`src/tun_pkg.sv`:
```
package tun_pkg;

	localparam int CW = 16;          // vertex coordinate width
	localparam int F  = 14;          // fraction bits of the normal
	localparam int OW = F + 2;       // normal component width
	localparam int DW = CW + 1;      // edge difference width
	localparam int PW = 2 * DW;      // product width
	localparam int MW = PW;          // cross term magnitude width
	localparam int NW = 31;          // normalized magnitude width
	localparam int SW = 64;          // sum of squares width
	localparam int RW = 32;          // root width
	localparam int RRW = RW + 2;     // root remainder width
	localparam int QW = F + 1;       // quotient width
	localparam int DVW = NW + F + 2; // divider remainder width
	localparam int NSTG = 6;         // normalizer shift stages: 32,16,8,4,2,1

	localparam logic [QW-1:0] ONE = QW'(1) << F;

	typedef struct packed {
		logic signed [CW-1:0] ax;
		logic signed [CW-1:0] ay;
		logic signed [CW-1:0] az;
		logic signed [CW-1:0] bx;
		logic signed [CW-1:0] by_coord;
		logic signed [CW-1:0] bz;
		logic signed [CW-1:0] cx;
		logic signed [CW-1:0] cy;
		logic signed [CW-1:0] cz;
	} tri_t;

	typedef struct packed {
		logic signed [OW-1:0] nx;
		logic signed [OW-1:0] ny;
		logic signed [OW-1:0] nz;
		logic                 degenerate;
	} nrm_t;

	typedef struct packed {
		logic                   valid;
		logic [2:0]             neg;
		logic [2:0][MW-1:0]     mag;
	} norm_t;

	typedef struct packed {
		logic                   valid;
		logic                   degen;
		logic [2:0]             neg;
		logic [2:0][NW-1:0]     m;
		logic [SW-1:0]          s;
		logic [RRW-1:0]         r;
		logic [RW-1:0]          q;
	} sqrt_t;

	typedef struct packed {
		logic                   valid;
		logic                   degen;
		logic [2:0]             neg;
		logic [RW-1:0]          len;
		logic [2:0][DVW-1:0]    rem;
		logic [2:0][QW-1:0]     quo;
	} div_t;

endpackage

```
`src/tun_sqrt_cell.sv`:
```
module tun_sqrt_cell (
	input  logic           clk,
	input  logic           arst_n,
	input  logic           en,
	input  tun_pkg::sqrt_t d,
	output tun_pkg::sqrt_t q
);

	logic [tun_pkg::RRW+1:0] r2;
	logic [tun_pkg::RRW+1:0] trial;
	logic                    take;

	// one root bit per cell: bring down two radicand bits, try (root<<2)|1
	assign r2    = {d.r, d.s[tun_pkg::SW-1 -: 2]};
	assign trial = (tun_pkg::RRW+2)'({d.q, 2'b01});
	assign take  = (r2 >= trial);

	always_ff @(posedge clk or negedge arst_n) begin
		if (!arst_n) begin
			q <= '0;
		end else if (en) begin
			q.valid <= d.valid;
			q.degen <= d.degen;
			q.neg   <= d.neg;
			q.m     <= d.m;
			q.s     <= d.s << 2;
			q.r     <= take ? tun_pkg::RRW'(r2 - trial) : tun_pkg::RRW'(r2);
			q.q     <= {d.q[tun_pkg::RW-2:0], take};
		end
	end

endmodule

```
`config.mk`:
```
export PLATFORM = sky130hd
export DESIGN_NAME = tun_sqrt_cell
export DESIGN_NICKNAME = d
export VERILOG_FILES = /design/src/tun_pkg.sv /design/src/tun_sqrt_cell.sv
export SDC_FILE = /design/constraint.sdc
export NUM_CORES = 1
export LEC_CHECK = 0
export BUFFER_PORTS_ARGS = -buffer_cell sky130_fd_sc_hd__buf_2
export CORE_AREA = 8 8 174 176
export DETAILED_ROUTE_END_ITERATION = 10
export DIE_AREA = 0 0 182 184
export MAX_ROUTING_LAYER = met4
export PLACE_DENSITY = 0.65
export SLEW_MARGIN = 5
export SYNTH_ARGS = -nofsm -noshare
export SYNTH_HDL_FRONTEND = slang
export SYNTH_SLANG_ARGS = --single-unit
```
`constraint.sdc`:
```
create_clock -name clk -period 2.56 [get_ports clk]
set_clock_uncertainty 0.1 [all_clocks]
set_input_delay 0.128 -clock clk [delete_from_list [all_inputs] [get_ports clk]]
set_output_delay 0.128 -clock clk [all_outputs]
set_load 0.02 [all_outputs]
```
==> impl_metrics.yaml <==
run_status:
  status: "finished with violations"
  violations: "setup timing"
die:
  start_util: 0.3798
  num_rows: 61
  die_area_um2: 33490
  boundaryPins: 459
  core_area_um2: 27480
  die_width_um: 182
  die_y_um: 184
synth:
  syn_area_um2: 10440
  synthDistinctLibCells: 51
  avgSynthCellArea_um2: 12.69
  synth_edf_count: 0
  synthArstFlopShare: 1.000
  ys_seq_area_frac: 0.5420
  ys.flop_type: "dfrtp_1"
  yosysWarnings: 0
  synth_cells: 822
  synth-seq-cells: 226
clock_tree:
  clock-sinks: 226
  numCtsBuffers: 25
  cts-root-buf: "clkbuf_16"
  insertion_delay_ps: 530
  cts_tree: "done"
  clk_path_buf_depth: 3
  path_clk_slew_ps: 60
  htree_levels: 1
timing:
  worst_pin_slew_ps: 646.3
  layout_worst_path_cycle_share: 1.001
  timing.final.max_slew_violations: 0
  timing.fmax_ghz: 0.3903
  hold_viol_final: 0
  slew_headroom: 0.5691
  post-route-min-period_ps: 2562
  fin_ws_ps: -2.385
  rsz0062_at_grt: "yes"
  setup_viol_count_final: 2
finish:
  top_register: "q"
  drive_gt1_frac: 0.5120
  fin_nets: 1869
  top_regs: "q x226"
  fill_cells: 2077
  largest_reg_flops: 226
  design_area_um2: 17270
  area_growth_syn_to_layout_pct: 65.49
setup_path:
  crit_path_end_kind: "flop"
  worstSetupPathType: "in2reg"
  worstPathRequired_ps: 2870
  critPathMaxFanout: 3
  worstPathArrival_ps: 2870
  timing.reg2reg.setup_slack_ps: 1620
  cp-start-kind: "input pin"
place:
  gp_congestion: 0.8760
  placed_cell_area_um2: 14000
  portBuffers: 456
  post-dp-hpwl_um: 27060
global_routing:
  grt_pass1_vias: 10697
  grtUsageTotal: 0.2317
  grt_antenna_before_repair: 4
  grt_pass1_wl_um: 59640
  grt_max_degree: 77
  globalRouteOverflowTotal: 0
routing:
  first_iter_violations: 364
  routed_wl_um: 39390
  dr.pass1.iters: 5
  ant_nets: 0
  drc_errors: 0
  vias: 9633
  viasPerCell: 4.885
  wl_per_cell_um: 19.97
power:
  powerDensity_nw_per_um2: 622.1
  leakage_nw: 8.319
  p_total_mw: 10.74
  ir_drop_mv: 0.5983
worst_hold_path:
  hp-class: "in2reg"
flow_run:
  drv_cap: 0
## what timing repair did
item / 4_1_cts / 5_1_grt
resized for setup: 0 / 25
hold endpoints to repair: 402 / 0
pin swaps: 1 / 3
buffers inserted: 0 / 8
gates cloned: 0 / 1
setup endpoints to repair: 7 / 34
hold buffers: 225 / 0
## stage by stage
stage	utilization	setup slack, ps	hold slack (ps)	TNS, ps	instances
floorplan	-	-315.6	-267.6	-7222	823
global placement	0.5096	-486.8	74.99	-14840	1689
detailed placement	0.5096	-576.9	76.91	-17430	1689
CTS	0.6200	3.979	19.10	0	1958
global route	0.6284	-76.29	22.54	-260.3	1971
finish	0.6285	-2.385	24.16	-3.979	1972
## worst paths after layout
check                           startpoint     end  cells after the start
worst max-delay path                  d[3]   q[56]                     15
worst min-delay path                    en  q[163]                      2
worst max register to register       q[62]   q[62]                      3
worst min register to register       q[14]   q[14]                      1
max in group asynchronous           arst_n  q[111]                      3
min in group asynchronous           arst_n  q[126]                      2
## synthesized netlist by cell type (3+ instances only)
library cell,instances,area share
a21o_1,10,0.0072
a21oi_1,63,0.030
a31oi_1,3,0.0018
buf_2,3,0.0014
clkbuf_1,36,0.013
dfrtp_1,226,0.54
ha_1,34,0.041
inv_1,42,0.015
mux2_2,193,0.21
mux2_4,4,0.0058
mux2i_1,29,0.028
nand2_1,23,0.0083
nand2b_1,6,0.0036
nand3_1,8,0.0038
nand4_1,10,0.0060
nor2_1,37,0.013
nor2b_1,3,0.0018
nor3_1,3,0.0014
o21a_1,4,0.0029
o21ai_0,13,0.0062
o21bai_1,4,0.0029
or3_1,3,0.0018
xnor2_1,20,0.017
xor2_1,12,0.010
## cell type report
type / count / area, µm² / area share
timing repair buffer: 796 / 5630 / 0.3260
clock buffer: 34 / 689.4 / 0.03992
inverter: 42 / 167.7 / 0.009709
multi-input combinational: 513 / 4588 / 0.2657
tap: 346 / 432.9 / 0.02507
clock inverter: 10 / 92.59 / 0.005362
antenna: 5 / 12.51 / 0.0007245
sequential: 226 / 5655 / 0.3275
## metal layers
layer / part of all wire / vias to the layer above / global-route usage
li1: - / 4468 / -
met1: 0.38 / 4680 / 0.2558
met2: 0.51 / 381 / 0.3997
met3: 0.066 / 104 / 0.05375
met4: 0.044 / 0 / 0.09643
met5: 0 / - / -
## cell families after synthesis
| kind of cell | after synthesis | share of synthesized area |
|---|---|---|
| muxes | 226 | 0.2418 |
| DFF | 226 | 0.5420 |
| AOI/OAI and AO/OA | 120 | 0.07242 |
| and+or+nand+nor | 99 | 0.04377 |
| buffers and inverters | 84 | 0.03201 |
| adders and majority gates | 34 | 0.04077 |
| xor gates and xnor gates | 32 | 0.02686 |
| other | 1 | 0.0003594 |
## critical path: stages
cell and delay [ps]:
buf_8 90, inv_8 30, ha_4 250, o211ai_1 130
a21oi_4 160, a211oi_4 70, o21ai_4 190, a21oi_4 90
o311ai_4 310, nand2_2 80, o311a_1 330, o31a_4 330
buf_12 140, mux2_4 280, mux2_4 250
## placed cells by master (no fill, tap or decap), drive strengths merged, types with 6 or more instances in the layout
cell type,netlist,routed
nand2b,6,6
clkbuf,36,35
clkinv,0,7
mux2,197,197
ha,34,34
dfrtp,226,226
nor2,37,37
nand4,10,10
a21o,10,10
a21oi,65,65
nand3,8,8
dlygate4sd3,0,225
mux2i,29,29
nand2,24,24
xnor2,20,20
o21ai,15,15
buf,6,570
xor2,12,12
inv,42,43
## power breakdown
part	internal (mW)	leakage [nW]	switching [mW]
combinational	1.42	5.30	1.61
sequential	3.99	2.63	0.232
clock	1.99	0.388	1.49
total	7.40	8.32	3.34
Note: power is estimated with default switching activity, not from simulation.
