<file path="config.mk">
export PLATFORM = sky130hd
export DESIGN_NAME = tun_div_cell
export DESIGN_NICKNAME = d
export VERILOG_FILES = /design/src/tun_pkg.sv /design/src/tun_div_cell.sv
export SDC_FILE = /design/constraint.sdc
export NUM_CORES = 1
export LEC_CHECK = 0
export ABC_AREA = 1
export BUFFER_PORTS_ARGS = -buffer_cell sky130_fd_sc_hd__buf_2
export CORE_MARGIN = 5
export CORE_UTILIZATION = 40
export DETAILED_ROUTE_END_ITERATION = 10
export GPL_ROUTABILITY_DRIVEN = 1
export GPL_TIMING_DRIVEN = 0
export PLACE_DENSITY_LB_ADDON = 0.12
export SLEW_MARGIN = 20
export SYNTH_ARGS = -nofsm -noshare
export SYNTH_HDL_FRONTEND = slang
export SYNTH_SLANG_ARGS = --single-unit
</file>
<file path="constraint.sdc">
create_clock -name clk -period 0.9 [get_ports clk]
set_clock_uncertainty 0.05 [all_clocks]
set_input_delay 0.18 -clock clk [delete_from_list [all_inputs] [get_ports clk]]
set_output_delay 0.18 -clock clk [all_outputs]
set_load 0.01 [all_outputs]
</file>
<file path="src/tun_pkg.sv">
package tun_pkg;

	localparam int CW = 16;          // vertex coordinate width
	localparam int F  = 14;          // fraction bits of the normal
	localparam int OW = F + 2;       // normal component width
	localparam int DW = CW + 1;      // edge difference width
	localparam int PW = 2 * DW;      // product width
	localparam int MW = PW;          // cross term magnitude width
	localparam int NW = 31;          // normalized magnitude width
	localparam int SW = 64;          // sum of squares width
	localparam int RW = 32;          // root width
	localparam int RRW = RW + 2;     // root remainder width
	localparam int QW = F + 1;       // quotient width
	localparam int DVW = NW + F + 2; // divider remainder width
	localparam int NSTG = 6;         // normalizer shift stages: 32,16,8,4,2,1

	localparam logic [QW-1:0] ONE = QW'(1) << F;

	typedef struct packed {
		logic signed [CW-1:0] ax;
		logic signed [CW-1:0] ay;
		logic signed [CW-1:0] az;
		logic signed [CW-1:0] bx;
		logic signed [CW-1:0] by_coord;
		logic signed [CW-1:0] bz;
		logic signed [CW-1:0] cx;
		logic signed [CW-1:0] cy;
		logic signed [CW-1:0] cz;
	} tri_t;

	typedef struct packed {
		logic signed [OW-1:0] nx;
		logic signed [OW-1:0] ny;
		logic signed [OW-1:0] nz;
		logic                 degenerate;
	} nrm_t;

	typedef struct packed {
		logic                   valid;
		logic [2:0]             neg;
		logic [2:0][MW-1:0]     mag;
	} norm_t;

	typedef struct packed {
		logic                   valid;
		logic                   degen;
		logic [2:0]             neg;
		logic [2:0][NW-1:0]     m;
		logic [SW-1:0]          s;
		logic [RRW-1:0]         r;
		logic [RW-1:0]          q;
	} sqrt_t;

	typedef struct packed {
		logic                   valid;
		logic                   degen;
		logic [2:0]             neg;
		logic [RW-1:0]          len;
		logic [2:0][DVW-1:0]    rem;
		logic [2:0][QW-1:0]     quo;
	} div_t;

endpackage

</file>
<file path="src/tun_div_cell.sv">
module tun_div_cell (
	input  logic          clk,
	input  logic          arst_n,
	input  logic          en,
	input  tun_pkg::div_t d,
	output tun_pkg::div_t q
);

	logic [tun_pkg::DVW-1:0] dsr;
	logic [2:0]              take;

	// divisor sits at the top quotient weight; the remainder moves up instead
	assign dsr = tun_pkg::DVW'({d.len, {tun_pkg::F{1'b0}}});

	always_comb begin
		for (int i = 0; i < 3; i++) begin
			take[i] = (d.rem[i] >= dsr);
		end
	end

	always_ff @(posedge clk or negedge arst_n) begin
		if (!arst_n) begin
			q <= '0;
		end else if (en) begin
			q.valid <= d.valid;
			q.degen <= d.degen;
			q.neg   <= d.neg;
			q.len   <= d.len;
			for (int i = 0; i < 3; i++) begin
				q.rem[i] <= (take[i] ? (d.rem[i] - dsr) : d.rem[i]) << 1;
				q.quo[i] <= {d.quo[i][tun_pkg::QW-2:0], take[i]};
			end
		end
	end

endmodule

</file>
==> qor.txt <==
CP peak stage delay: 300 ps
Die Area: 47,500 µm²
fin worst setup slack: -955 ps
CP Data Required Time: 1300 ps
maximum clock path buffer count: 3
area share of the largest cell type after synthesis: 31.8%
P_leak: 15.7 nW
Remaining DRCs: 0
clock power share: 26.2%
detailed-route wire length: 83,400 µm
RSZ-0062 raised after global routing: true
syn_area_per_cell: 6.32 µm²
Worst-Skew Late Latency: 570 ps
Tightest Pin Transition: 935 ps
status: finished with violations
via count: 21,500
Ports: 449
Initial Utilization: 40.3%
Netlist cell types: 43
period utilisation layout: 206%
yosys warns: 0
H-tree depth: 1
die height: 218 µm
Hold Vio Cnt, Final: 220
max reg flops: 220
most frequent cell after synthesis: nand2_1
Seq/Total Area, Yosys: 31.8%
fmax: 539 MHz
# port buffers: 442
ys async rst share: 100%
max-cap viol count: 0
slowest CP cell: ha_4
Synth top cells by count: nand2_1 (1,239), inv_1 (367), dfrtp_1 (220)
cells on worst reg2reg path: 4
internal power: 25.8 mW
Worst EP arrival: 2260 ps
GR Util All Layers: 32.8%
endpoints failing setup: 324
largest area contributor in the netlist: dfrtp_1
CP bufs+invs: 6
violated checks: negative hold slack, negative setup slack
top_reg_cell synth: dfrtp_1
TritonRoute pass-1 iters: 5
Switching Share: 37.2%
Initial DRC Count: 1,662
synth top area cells: dfrtp_1 (32%), nand2_1 (27%), inv_1 (8.0%), ha_1 (6.9%), nand3_1 (6.0%)
initial antenna violation count: 11
PD cells: 1370 nW/µm²
critical-path cell list: buf_2, clkinvlp_4, buf_12, ha_4, nand2_4, inv_2, nand2_2, nor2_4, nand2_2, nor3_4, nor2_4, nand2_8, buf_4, buf_6, nand2_1, nand2_1, o21ai_2
Mapped Area: 17,300 µm²
Combinational Power Share: 44.6%
vias in the first global route: 21,200
largest registers: q x220
Row Count: 76
FF+latch count, synth: 220
core area: 42,900 µm²
overall power: 41.1 mW
Final HPWL DP: 59,100 µm
crit path kind: primary input to flip-flop
Chip Width: 218 µm
Routed wire per std cell: 19.5 µm
CTS Buf Count: 28
minimum clock period: 1860 ps
Crit Path Max Fanout: 6
setup_tns: -177,850 ps
Reg2Reg Capture Point: q[107]
Seq pwr share: 29.2%
crit end category: flip-flop
Slew Limit Fails: 0
Post-Synthesis Cells: 2,733
root buffer cell: clkbuf_16
Crit path max-delay family: simple AND/OR/NAND/NOR gates
RePlAce Congestion: 1.01
largest net degree at the start of global routing: 94
final antenna-violating net count: 0
hold crit path type: primary input to asynchronous set/reset pin
Cells after DPL: 3,764
R2R Setup Slk: -110 ps
hold_ws: -562 ps
Max VDD drop: 1.22 mV
Worst R2R Start: q[107]
number of flops mapped to enable cells by yosys: 0
CTS Hold Bufs: 179
Via density: 5.02
clock sink count: 220
grt total ovfl: 0
Worst-path clk slew: 60 ps
Slew headroom: 37.6%
NetSw: 15.3 mW
fraction of layout cells with a size suffix above 1: 37.9%
CP startpoint kind: primary input
Area Overhead vs Synth: 73.8%
Post-Layout Cell Count: 4,281
CTS tree: yes
Most flops, register: q
nets@finish: 3,990
first-pass GRT wire length: 121,000 µm
cell families (layout without fill, tap and decap cells):
| logic type | Yosys count | after routing | share of synthesized area (%) |
|---|---|---|---|
| and+or+nand+nor | 1774 | 1776 | 43.6 |
| buffers and inverters | 464 | 1411 | 11.0 |
| DFF | 220 | 220 | 31.8 |
| AOI/OAI and AO/OA | 130 | 130 | 3.99 |
| adders and majority gates | 99 | 99 | 7.30 |
| xor gates and xnor gates | 45 | 45 | 2.28 |
| other | 1 | 15 | 0.0217 |
how the worst max path moves through the flow:
stage | from | endpoint | slack, ps | cells past startpoint
final | d[192] | q[107] | -960 | 17
after global routing | d[206] | q[107] | -1020 | 19
after CTS | d[201] | q[184] | -890 | 17
after detailed placement | d[212] | q[89] | -2180 | 15
after global placement | arst_n | q[222] | -4380 | 1
after floorplan | d[202] | q[87] | -920 | 14
placed cells by master (no fill, tap or decap), drive strengths merged, types with 3 or more instances in the layout:
cell,instances
dfrtp,220
nand3,208
conb,3
dlygate4sd3,179
xnor2,40
nor3,22
o21ai,55
a21oi,60
o21bai,9
buf,751
and2,10
and3,4
inv,359
xor2,5
nand2,1265
clkbuf,80
nand4,22
clkinv,8
ha,96
diode,12
fa,3
nor2,176
nand3b,67
clkinvlp,33
stage by stage:
stage / hold slack, ps / setup WS (ps) / util [%] / instance area [µm²]
5_1_grt: -543 / -1020 / 70.0 / 30000
3_5_place_dp: 40.3 / -2180 / 47.5 / 20400
6_report: -562 / -955 / 70.1 / 30000
2_1_floorplan: -166 / -921 / - / 17400
3_3_place_gp: 332 / -4380 / 47.4 / 20300
4_1_cts: -565 / -895 / 66.1 / 28300
cell type report:
cell class                 count  area (µm²)
inverter                     389        1580
fill                        3535       12800
timing repair buffer         901        7600
clock inverter                11        76.3
buffer                        72         616
sequential                   220        5510
antenna                       12        30.0
multi-input combinational   2053       13100
tap                          585         732
clock buffer                  38         800
routing by layer:
| layer | track usage [%] | up-vias | routed length, µm |
|---|---|---|---|
| met5 | 0 | - | 0 |
| met4 | 15.8 | 0 | 4550 |
| met3 | 3.54 | 209 | 4890 |
| met2 | 55.6 | 805 | 40000 |
| met1 | 42.0 | 10200 | 33900 |
| li1 | - | 10300 | - |
power by group through the flow:
stage | Clock [mW] | Sequential [mW] | Combinational [mW]
2_1_floorplan | 0 | 12.6 | 6.08
3_3_place_gp | 0 | 12.0 | 11.3
3_5_place_dp | 0 | 12.0 | 11.4
4_1_cts | 11.0 | 11.9 | 16.3
5_1_grt | 11.4 | 12.1 | 19.6
6_report | 10.8 | 12.0 | 18.3
timing repair:
action	CTS	global route
endpoints found under the setup margin	439	378
buffers inserted	182	94
pin swaps	156	146
endpoints found under the hold margin	399	203
resized for setup	656	283
gates cloned	12	4
Note: power is estimated with default switching activity, not from simulation.
