==> src/tun_pkg.sv <==
package tun_pkg;

	localparam int CW = 16;          // vertex coordinate width
	localparam int F  = 14;          // fraction bits of the normal
	localparam int OW = F + 2;       // normal component width
	localparam int DW = CW + 1;      // edge difference width
	localparam int PW = 2 * DW;      // product width
	localparam int MW = PW;          // cross term magnitude width
	localparam int NW = 31;          // normalized magnitude width
	localparam int SW = 64;          // sum of squares width
	localparam int RW = 32;          // root width
	localparam int RRW = RW + 2;     // root remainder width
	localparam int QW = F + 1;       // quotient width
	localparam int DVW = NW + F + 2; // divider remainder width
	localparam int NSTG = 6;         // normalizer shift stages: 32,16,8,4,2,1

	localparam logic [QW-1:0] ONE = QW'(1) << F;

	typedef struct packed {
		logic signed [CW-1:0] ax;
		logic signed [CW-1:0] ay;
		logic signed [CW-1:0] az;
		logic signed [CW-1:0] bx;
		logic signed [CW-1:0] by_coord;
		logic signed [CW-1:0] bz;
		logic signed [CW-1:0] cx;
		logic signed [CW-1:0] cy;
		logic signed [CW-1:0] cz;
	} tri_t;

	typedef struct packed {
		logic signed [OW-1:0] nx;
		logic signed [OW-1:0] ny;
		logic signed [OW-1:0] nz;
		logic                 degenerate;
	} nrm_t;

	typedef struct packed {
		logic                   valid;
		logic [2:0]             neg;
		logic [2:0][MW-1:0]     mag;
	} norm_t;

	typedef struct packed {
		logic                   valid;
		logic                   degen;
		logic [2:0]             neg;
		logic [2:0][NW-1:0]     m;
		logic [SW-1:0]          s;
		logic [RRW-1:0]         r;
		logic [RW-1:0]          q;
	} sqrt_t;

	typedef struct packed {
		logic                   valid;
		logic                   degen;
		logic [2:0]             neg;
		logic [RW-1:0]          len;
		logic [2:0][DVW-1:0]    rem;
		logic [2:0][QW-1:0]     quo;
	} div_t;

endpackage

==> src/tun_norm_cell.sv <==
module tun_norm_cell #(
	parameter int SHIFT = 1
) (
	input  logic           clk,
	input  logic           arst_n,
	input  logic           en,
	input  tun_pkg::norm_t d,
	output tun_pkg::norm_t q
);

	logic [tun_pkg::MW-1:0] any;
	logic                   sh;

	assign any = d.mag[0] | d.mag[1] | d.mag[2];
	assign sh  = (any[tun_pkg::MW-1 -: SHIFT] == '0);

	always_ff @(posedge clk or negedge arst_n) begin
		if (!arst_n) begin
			q <= '0;
		end else if (en) begin
			q.valid <= d.valid;
			q.neg   <= d.neg;
			for (int i = 0; i < 3; i++) begin
				q.mag[i] <= sh ? (d.mag[i] << SHIFT) : d.mag[i];
			end
		end
	end

endmodule

==> config.mk <==
export PLATFORM = sky130hd
export DESIGN_NAME = tun_norm_cell
export DESIGN_NICKNAME = d
export VERILOG_FILES = /design/src/tun_pkg.sv /design/src/tun_norm_cell.sv
export SDC_FILE = /design/constraint.sdc
export NUM_CORES = 1
export LEC_CHECK = 0
export BUFFER_PORTS_ARGS = -buffer_cell sky130_fd_sc_hd__buf_2
export CAP_MARGIN = 0
export CORE_MARGIN = 8
export CORE_UTILIZATION = 47
export CTS_BUF_LIST = sky130_fd_sc_hd__clkbuf_4
export DETAILED_ROUTE_END_ITERATION = 8
export GPL_ROUTABILITY_DRIVEN = 0
export PLACE_DENSITY = 0.78
export SLEW_MARGIN = 30
export SYNTH_ARGS = -nofsm -noshare
export SYNTH_HDL_FRONTEND = slang
export SYNTH_SLANG_ARGS = --single-unit
==> constraint.sdc <==
create_clock -name clk -period 0.8 [get_ports clk]
set_clock_uncertainty 0.1 [all_clocks]
set_input_delay 0.16 -clock clk [delete_from_list [all_inputs] [get_ports clk]]
set_output_delay 0.16 -clock clk [all_outputs]
set_load 0.01 [all_outputs]
==> results of run 1 <==
-- through the flow --
step / cells / cell area (µm²) / util, % / setup TNS [ns] / setup WS (ns)
3_3_place_gp: 1005 / 7721 / 62.20 / -60.08 / -0.6354
5_1_grt: 1192 / 11270 / 90.80 / -84.81 / -0.8030
3_5_place_dp: 1005 / 7721 / 62.20 / -63.39 / -0.6938
4_1_cts: 1190 / 10320 / 83.12 / -77.37 / -0.5505
2_1_floorplan: 603 / 5974 / - / -43.41 / -0.5081
6_report: 1192 / 11270 / 90.80 / -80.44 / -0.7909
-- final cells by class --
| class | instances | area share [%] |
|---|---|---|
| Clock inverter | 4 | 0.1776 |
| Antenna cell | 2 | 0.04440 |
| Clock buffer | 11 | 0.7326 |
| Multi-Input combinational cell | 404 | 33.03 |
| Tap cell | 172 | 1.909 |
| Timing Repair Buffer | 487 | 40.36 |
| Sequential cell | 106 | 23.54 |
| Inverter | 6 | 0.1998 |
-- placed cells by master, fill, tap and decap left out, drive strengths merged --
cell type and instances:
buf 436, dfrtp 106, a31oi 99, nor2 99, or4b 98, o31ai 96
dlygate4sd3 46, clkbuf 13, inv 6, mux2 4, nand2 3, o22ai 3
bufbuf 3, clkinv 3, diode 2, nor3 1, or3b 1, clkinvlp 1
-- power by group --
group	internal, mW	total [mW]	switching, mW
clock	0.670	2.63	1.96
sequential	5.91	6.40	0.487
combinational	3.20	6.24	3.05
total	9.78	15.3	5.49
-- logic make-up after synthesis --
group,after synthesis,share of synthesized area (%)
flops,106,45.02
mux,4,0.7644
buf+inv,93,7.772
simple gates,202,23.38
compound gates,198,23.06
-- repair_timing --
action	in CTS	in global routing
pin swaps	96	110
endpoints found under the setup margin	212	212
hold buffers	89	41
hold endpoints to repair	212	104
setup buffers	47	61
gates cloned	34	3
gates resized for setup	89	244
-- final timing paths --
check                      endpoint  slack (ns)  depth (start not counted)
max in group asynchronous     q[41]        0.16                          3
min in group asynchronous     q[23]       -0.10                          2
setup reg to reg               q[2]       -0.43                          2
hold / removal                q[26]       -0.19                          3
setup / recovery              q[11]       -0.79                          1
hold reg to reg               q[64]        0.45                          2
-- per-layer routing --
metal	vias up	track usage, %
li1	3189	-
met1	3860	39.25
met2	810	57.28
met3	296	9.151
met4	2	19.30
met5	-	0
==> impl_metrics.csv, run 1 <==
group,metric,value,unit
worst_hold_path,hold_path.class,"primary input to register",
drt,wl_met3,4018,µm
timing,min_period,1.591,ns
critical_path,startpoint,"q[11]",
clock_tree,clk_pin_slew,0.18,ns
synthesis,avgSynthCellArea,9.771,µm²
drt,drt_iter0_drc,1165,
final_layout,seq_area,0.002654,mm²
drt,top_layer,"met5",
final_layout,drive_above_1_share,58.84,%
power,ir_drop,0.9056,mV
synthesis,synth_warnings,0,
synthesis,synth_cell_types,16,
critical_path,slowest_stage,"dfrtp_1",
synthesis,netlist_area,0.005892,mm²
drt,drt_wl_total,34980,µm
drt,first_pass_iters,9,
critical_path,cp-start-kind,"register",
critical_path,worstPathRequired,0.54,ns
power,power_density,1355,mW/mm²
power,power.leakage,4.789,nW
power,p_total,15.28,mW
die,start_util,47.46,%
final_layout,nNetsFinal,1123,
final_layout,syn_to_final_growth,91.32,%
clock_tree,htreeDepth,3,
clock_tree,cts_buffer_depth,2,
critical_path,crit_type,"register to output pin",
final_layout,regMostFlops,"q",
synthesis,synth_area_leader_cell,"dfrtp_1",
placed_design,port_buffers,214,
die,dieWidth,128.0,µm
timing,tightest_slew,0.5665,ns
timing,hold_viol_final,81,
critical_path,max_stage_delay,0.59,ns
die,die_h,128.0,µm
clock_tree,cts_tree,"yes",
synthesis,synthCells,603,
critical_path,critPathMaxFanout,2,
timing,setup_ws,-0.7909,ns
die,coreArea,0.01241,mm²
critical_path,r2r_start,"q[2]",
die,ios,215,
drt,wl_met1,11640,µm
synthesis,seq_area_frac_synth,45.02,%
clock_tree,clock_latency,0.50,ns
grt,grt_overflow,0,
timing,post-route-period-util,198.9,%
job,max_cap_violations,0,
synthesis,async_reset_ff_share,100.0,%
grt,grt.total_usage,34.35,%
status,status,"complete, but fails checks",
synthesis,ys_seq_elements,106,
drt,wire_per_inst,29.35,µm
final_layout,multi_input_area,0.003724,mm²
drt,vias_per_cell,6.843,
grt,antenna_found_initial,3,
final_layout,reg.largest.list,"q x106",
grt,grt_first_pass_wirelength,44370,µm
synthesis,synth-main-ff-cell,"dfrtp_1",
die,die_area,0.01638,mm²
final_layout,fillers,482,
timing,slew_headroom,62.00,%
synthesis,yosysTopAreaCellShare,45.02,%
synthesis,syn_nets,712,
clock_tree,clockRootBuffer,"clkbuf_4",
critical_path,cp_cell_sequence,"buf_2",
final_layout,largest_reg_flops,106,
drt,num_vias,8157,
drt,drc,0,
timing,max_freq,628.6,MHz
drt,met2_length,16440,µm
timing,timing.hold.ws,-0.1869,ns
grt,grt_max_degree,51,
critical_path,critPathArrivalTime,1.33,ns
clock_tree,numCtsBuffers,9,
synthesis,synth_edf_count,0,
critical_path,cp_num_buf_inv,1,
die,placementRows,41,
synthesis,synth.most_common_cell,"dfrtp_1",
grt,grt_pass1_vias,8097,
synthesis,synthTopCellsByCount,"dfrtp_1 (106), a31oi_1 (99), nor2_1 (99)",
timing,setup_viol,211,
worst_hold_path,holdCritStartpoint,"d[26]",
placed_design,hpwl,13250,µm
clock_tree,cts_sinks,106,
timing,slew_violations,0,
critical_path,critPathTopFamily,"flip-flops",
synthesis,ys_top_cells_by_area,"dfrtp_1 (45%), or4b_1 (17%), o31ai_1 (12%), a31oi_1 (11%), nor2_1 (6.3%)",
drt,drt.antenna.violating_nets,0,
timing,grt_setup_unrepaired,"yes",
critical_path,cp-end-kind,"output pin",
status,violations,"hold timing, setup timing",
Power figures use the tool's default switching activity.
==> run 2, diff against run 1 <==
--- a/config.mk
+++ b/config.mk
@@ -8,11 +8,11 @@
 export BUFFER_PORTS_ARGS = -buffer_cell sky130_fd_sc_hd__buf_2
 export CAP_MARGIN = 0
 export CORE_MARGIN = 8
-export CORE_UTILIZATION = 47
+export CORE_UTILIZATION = 52
 export CTS_BUF_LIST = sky130_fd_sc_hd__clkbuf_4
 export DETAILED_ROUTE_END_ITERATION = 8
 export GPL_ROUTABILITY_DRIVEN = 0
-export PLACE_DENSITY = 0.78
+export PLACE_DENSITY = 0.81
 export SLEW_MARGIN = 30
 export SYNTH_ARGS = -nofsm -noshare
 export SYNTH_HDL_FRONTEND = slang
==> constraint.sdc (replaced) <==
create_clock -name clk -period 1.72 [get_ports clk]
set_clock_uncertainty 0.1 [all_clocks]
set_input_delay 0.344 -clock clk [delete_from_list [all_inputs] [get_ports clk]]
set_output_delay 0.344 -clock clk [all_outputs]
set_load 0.01 [all_outputs]
==> run 2 against run 1 <==
Net effect: flip-flop and latch count is the same; power shrank 64%; die area shrank 8.4%; design area shrank 30%; the flow now finishes without violations; routed wire length shrank 46%; highest routed layer is now met4.
==> impl_metrics.csv, run 2 (synthesized netlist as in run 1, its figures left out) <==
group,metric,value,unit
final_layout,drive_above_1_share,30.73,%
drt,drt.antenna.violating_nets,0,
worst_hold_path,hold_path.class,"primary input to register",
critical_path,crit_type,"register to output pin",
placed_design,hpwl,12110,µm
status,status,"finished, final reports clean",
timing,fin_setup_tns,0,ns
clock_tree,clock_latency,0.47,ns
job,max_cap_violations,0,
timing,grt_setup_unrepaired,"no",
critical_path,r2r_start,"q[102]",
die,coreArea,0.01122,mm²
critical_path,critPathMaxFanout,2,
timing,min_period,1.511,ns
power,ir_drop,0.4706,mV
grt,antenna_found_initial,0,
die,dieWidth,122.4,µm
timing,slew_headroom,61.58,%
drt,wire_per_inst,19.18,µm
drt,met2_length,9333,µm
final_layout,final_cell_area,0.007924,mm²
grt,grt_max_degree,107,
critical_path,slowest_stage,"dfrtp_1",
clock_tree,cts_sinks,106,
power,power.leakage,3.342,nW
grt,grt.total_usage,24.79,%
critical_path,cp-end-kind,"output pin",
final_layout,nNetsFinal,951,
final_layout,final_common_cell,"buf_2",
grt,grt_overflow,0,
drt,drc,0,
worst_hold_path,holdCritStartpoint,"d[9]",
placed_design,port_buffers,214,
clock_tree,htreeDepth,3,
drt,wl_met1,7439,µm
timing,timing.hold.ws,0.03709,ns
critical_path,startpoint,"q[67]",
clock_tree,cts_resized,0,
timing,post-route-period-util,87.86,%
clock_tree,numCtsBuffers,9,
clock_tree,cts_buffer_depth,2,
placed_design,dpl_cell_area,0.007103,mm²
die,ios,215,
critical_path,max_stage_delay,0.44,ns
timing,max_freq,661.7,MHz
grt,grt_first_pass_wirelength,29810,µm
final_layout,syn_to_final_growth,34.49,%
placed_design,pre_cts_ws,0.01501,ns
die,start_util,52.50,%
drt,top_layer,"met4",
drt,vias_per_cell,6.140,
power,power_density,702.5,mW/mm²
timing,hold_viol_final,0,
critical_path,worstPathRequired,1.28,ns
final_layout,reg.largest.list,"q x106",
timing,setup_ws,0.2088,ns
grt,grt_pass1_vias,5877,
critical_path,critPathTopFamily,"flip-flops",
die,die_h,122.4,µm
die,die_area,0.01499,mm²
critical_path,cp_cell_sequence,"buf_2",
clock_tree,clockRootBuffer,"clkbuf_4",
final_layout,regMostFlops,"q",
timing,tightest_slew,0.5763,ns
final_layout,final_util,70.60,%
die,placementRows,39,
drt,first_pass_iters,5,
final_layout,largest_reg_flops,106,
drt,wl_met3,1472,µm
drt,drt_iter0_drc,678,
final_layout,final_cell_mix,"buf_2 (209), dfrtp_1 (106), nor2_1 (99), a31oi_1 (99), or4b_1 (98)",
timing,setup_viol,0,
critical_path,critPathArrivalTime,1.07,ns
timing,slew_violations,0,
critical_path,cp-start-kind,"register",
clock_tree,clk_pin_slew,0.16,ns
critical_path,cp_num_buf_inv,1,
drt,num_vias,6079,
clock_tree,cts_tree,"yes",
drt,drt_wl_total,18990,µm
run 2: cell count changes in the layout (fill, tap and decap cells not counted), moves of 22 or more:
cell           change
o31ai_1           +34
buf_2             +25
buf_16            -30
nor2_1            +50
nor2_2            -22
dlygate4sd3_1     +26
or4b_4            -40
buf_4            -110
nor2_4            -28
buf_6             -69
or4b_1            +40
run 2: area by class of cell:
class | instances | area (µm²)
clock inverter | 5 | 22.52
antenna | 1 | 2.502
inverter | 6 | 22.52
clock buffer | 10 | 75.07
tap | 143 | 178.9
multi-input combinational | 404 | 2781
sequential | 106 | 2653
fill | 826 | 3299
timing repair buffer | 315 | 2188
run 2: path summary, 6_finish.rpt:
path	endpoint	slack, ns	cells past startpoint
worst max-delay path	q[67]	0.21	1
worst min-delay path	q[9]	0.04	3
worst max register to register	q[102]	0.82	1
worst min register to register	q[104]	0.43	1
max in group asynchronous	q[104]	0.72	3
min in group asynchronous	q[59]	0.36	3
run 2: repair_timing:
action,4_1_cts,5_1_grt
hold buffers,72,0
endpoints found under the hold margin,177,0
setup buffers,0,0
run 2: routing by layer:
layer  up-vias  track usage, %
met3        62           6.072
met1      2890           29.51
met4         0           14.24
met2       280           40.38
met5         -               0
li1       2847               -
run 2: metrics by stage:
step	instances	power [mW]
CTS	989	5.573
floorplan	603	3.661
global placement	902	4.283
global route	989	5.852
finish	990	5.567
detailed placement	902	4.339
run 2: where the power goes:
group          switching (mW)  internal, mW  total (mW)
Combinational           0.847         0.691        1.54
Sequential              0.153          2.75        2.90
Clock                   0.835         0.292        1.13
==> run 3, diff against run 2 <==
--- a/config.mk
+++ b/config.mk
@@ -5,14 +5,15 @@
 export SDC_FILE = /design/constraint.sdc
 export NUM_CORES = 1
 export LEC_CHECK = 0
+export ABC_AREA = 1
 export BUFFER_PORTS_ARGS = -buffer_cell sky130_fd_sc_hd__buf_2
 export CAP_MARGIN = 0
 export CORE_MARGIN = 8
-export CORE_UTILIZATION = 52
+export CORE_UTILIZATION = 30
 export CTS_BUF_LIST = sky130_fd_sc_hd__clkbuf_4
 export DETAILED_ROUTE_END_ITERATION = 8
 export GPL_ROUTABILITY_DRIVEN = 0
-export PLACE_DENSITY = 0.81
+export PLACE_DENSITY = 0.52
 export SLEW_MARGIN = 30
 export SYNTH_ARGS = -nofsm -noshare
 export SYNTH_HDL_FRONTEND = slang
==> run 3 against run 2 <==
Net effect: design area decreased by 10%; non-clock buffer count decreased by 72; clock power increased by 12%; flip-flop and latch count unchanged; area after synthesis decreased by 7.3%; via count decreased by 9.1%; final cell count increased by 22%; power decreased by 1.7%; maximum frequency increased by 0.73%; critical path type unchanged.
==> impl_metrics.csv, run 3 <==
group,metric,value,unit
status,status,"finished, final reports clean",
timing,tightest_slew,0.4878,ns
synthesis,synthAdderAreaFrac,0,%
placed_design,dpl_cell_area,0.006878,mm²
grt,grt.total_usage,15.83,%
timing,grt_setup_unrepaired,"no",
die,placementRows,49,
synthesis,avgSynthCellArea,7.053,µm²
power,p_switching,1.779,mW
clock_tree,cts_sinks,106,
synthesis,synthMuxAreaShare,0,%
timing,setup_ws,0.2198,ns
grt,grt_first_pass_wirelength,28740,µm
synthesis,synth_area_leader_cell,"dfrtp_1",
synthesis,yosysTopAreaCellShare,48.59,%
critical_path,cp-start-kind,"register",
placed_design,hpwl,12390,µm
drt,drc,0,
timing,post-route-period-util,87.22,%
drt,num_vias,5526,
critical_path,critPathArrivalTime,1.06,ns
die,die_h,150.9,µm
clock_tree,cts_buffer_depth,2,
synthesis,ys_seq_elements,106,
timing,hold_viol_final,0,
power,comb_power_share,24.3,%
drt,wire_per_inst,14.84,µm
die,coreArea,0.01790,mm²
drt,drt_iter0_drc,233,
job,max_cap_violations,0,
critical_path,crit_type,"register to output pin",
placed_design,pre_cts_ws,0.1713,ns
synthesis,synth_xor_area_share,0,%
synthesis,synth_top_family_by_area,"simple AND/OR/NAND/NOR gates",
grt,grt_max_degree,108,
timing,setup_viol,0,
timing,fin_setup_tns,0,ns
synthesis,synthTopCellsByCount,"nand2_1 (307), nand3_1 (197), dfrtp_1 (106)",
final_layout,final_util,39.69,%
power,ir_drop,0.4336,mV
synthesis,synth_edf_count,0,
drt,vias_per_cell,4.575,
power,seq_power_share,52.7,%
timing,slew_headroom,67.48,%
clock_tree,clockRootBuffer,"clkbuf_4",
synthesis,seq_area_frac_synth,48.59,%
die,dieWidth,150.9,µm
worst_hold_path,holdCritStartpoint,"d[50]",
power,p_clk_share,23.0,%
critical_path,r2r_slack,0.93,ns
synthesis,synth-main-ff-cell,"dfrtp_1",
timing,min_period,1.500,ns
clock_tree,cts_resized,0,
power,power_density,770.5,mW/mm²
synthesis,netlist_area,0.005459,mm²
synthesis,synthCells,774,
power,power.leakage,4.251,nW
power,p_total,5.475,mW
die,start_util,30.49,%
grt,grt_overflow,0,
clock_tree,numCtsBuffers,9,
final_layout,nNetsFinal,1084,
clock_tree,htreeDepth,3,
synthesis,async_reset_ff_share,100.0,%
final_layout,final_cell_mix,"nand2_1 (307), buf_2 (212), nand3_1 (197), dfrtp_1 (106), inv_1 (99)",
grt,grt_pass1_vias,5374,
final_layout,drive_above_1_share,25.36,%
synthesis,synth_cell_types,15,
drt,drt_wl_total,17920,µm
critical_path,cp_num_buf_inv,1,
critical_path,slowest_stage,"dfrtp_1",
die,ios,215,
final_layout,reg.largest.list,"q x106",
worst_hold_path,hold_path_depth,5,
power,switching_share,32.50,%
grt,antenna_found_initial,1,
timing,max_freq,666.6,MHz
clock_tree,clock_latency,0.47,ns
worst_hold_path,min_to,"q[50]",
synthesis,ys_top_cells_by_area,"dfrtp_1 (49%), nand2_1 (21%), nand3_1 (18%), inv_1 (6.8%), buf_2 (1.9%)",
final_layout,regMostFlops,"q",
synthesis,synth-compound-area-share,0.2980,%
synthesis,synth.most_common_cell,"nand2_1",
power,internal-power,3.695,mW
clock_tree,clk_pin_slew,0.17,ns
synthesis,yosys.area_share.simple,39.83,%
final_layout,final_common_cell,"nand2_1",
final_layout,final_cell_area,0.007106,mm²
critical_path,cp-end-kind,"output pin",
critical_path,critPathTopFamily,"flip-flops",
critical_path,cp_cell_sequence,"buf_2",
critical_path,worstPathRequired,1.28,ns
clock_tree,cts_tree,"yes",
critical_path,critPathMaxFanout,2,
critical_path,r2r_start,"q[33]",
final_layout,largest_reg_flops,106,
die,die_area,0.02277,mm²
placed_design,port_buffers,214,
synthesis,synth_warnings,0,
drt,drt.antenna.violating_nets,0,
critical_path,reg2reg_depth,2,
critical_path,max_stage_delay,0.44,ns
final_layout,syn_to_final_growth,30.16,%
drt,first_pass_iters,5,
critical_path,r2r_end,"q[33]",
timing,slew_violations,0,
worst_hold_path,hold_path.class,"primary input to register",
synthesis,syn_nets,883,
-- run 3: changes by cell type after synthesis, sizes merged, moves of 2 or more --
| cell | previous run | this run |
|---|---|---|
| nand2 | 3 | 308 |
| nand3 | 0 | 197 |
| a31oi | 99 | 1 |
| or4b | 98 | 0 |
| o31ai | 96 | 0 |
| inv | 6 | 100 |
| nor2 | 99 | 6 |
| clkbuf | 47 | 20 |
| buf | 40 | 33 |
| mux2 | 4 | 0 |
| o22ai | 3 | 0 |
| a21oi | 0 | 2 |
-- run 3: cell type report --
type / instances / area (µm²)
timing repair buffer: 243 / 1471
fill: 1971 / 10800
clock buffer: 9 / 67.56
antenna: 1 / 2.502
inverter: 101 / 381.6
sequential: 106 / 2653
multi-input combinational: 514 / 2196
tap: 229 / 286.5
clock inverter: 5 / 47.55
-- run 3: worst max path at each step --
stage	from	end	slack [ns]	cells past startpoint
finish	q[2]	q[2]	0.22	1
global route	q[100]	q[100]	0.14	1
CTS	q[15]	q[15]	0.16	1
detailed placement	d[67]	q[25]	0.17	8
global placement	d[67]	q[10]	0.20	8
floorplan	d[67]	q[91]	0.45	7
-- run 3: per-layer routing --
metal	part of all wire [%]	routed length, µm	vias to the layer above	track usage [%]
met5	0	0	-	0
met4	1.5	267	0	5.591
met3	7.1	1267	14	3.227
met2	47	8374	193	24.31
met1	45	8013	2536	21.66
li1	-	-	2783	-
-- run 3: power by group through the flow --
stage | logic [mW] | registers, mW | clock network [mW]
CTS | 1.37 | 2.89 | 1.33
detailed placement | 1.34 | 2.93 | 0
finish | 1.33 | 2.89 | 1.26
floorplan | 0.538 | 3.05 | 0
global route | 1.50 | 2.93 | 1.42
global placement | 1.34 | 2.93 | 0
-- run 3: logic make-up after synthesis --
family,after synthesis
and+or+nand+nor,511
buffers and inverters,154
DFF,106
AOI/OAI and AO/OA,3
-- run 3: repair_timing --
action	in CTS	in global routing
buffers inserted	0	0
setup endpoints to repair	0	0
hold endpoints to repair	116	0
hold buffers	11	0
-- run 3: stage by stage --
step / instances / hold WS, ns
after CTS: 1207 / 0.006049
after global placement: 1182 / 0.1157
after detailed placement: 1182 / 0.1174
after global routing: 1208 / 0.04488
final: 1208 / 0.06750
after floorplan: 774 / -0.05159
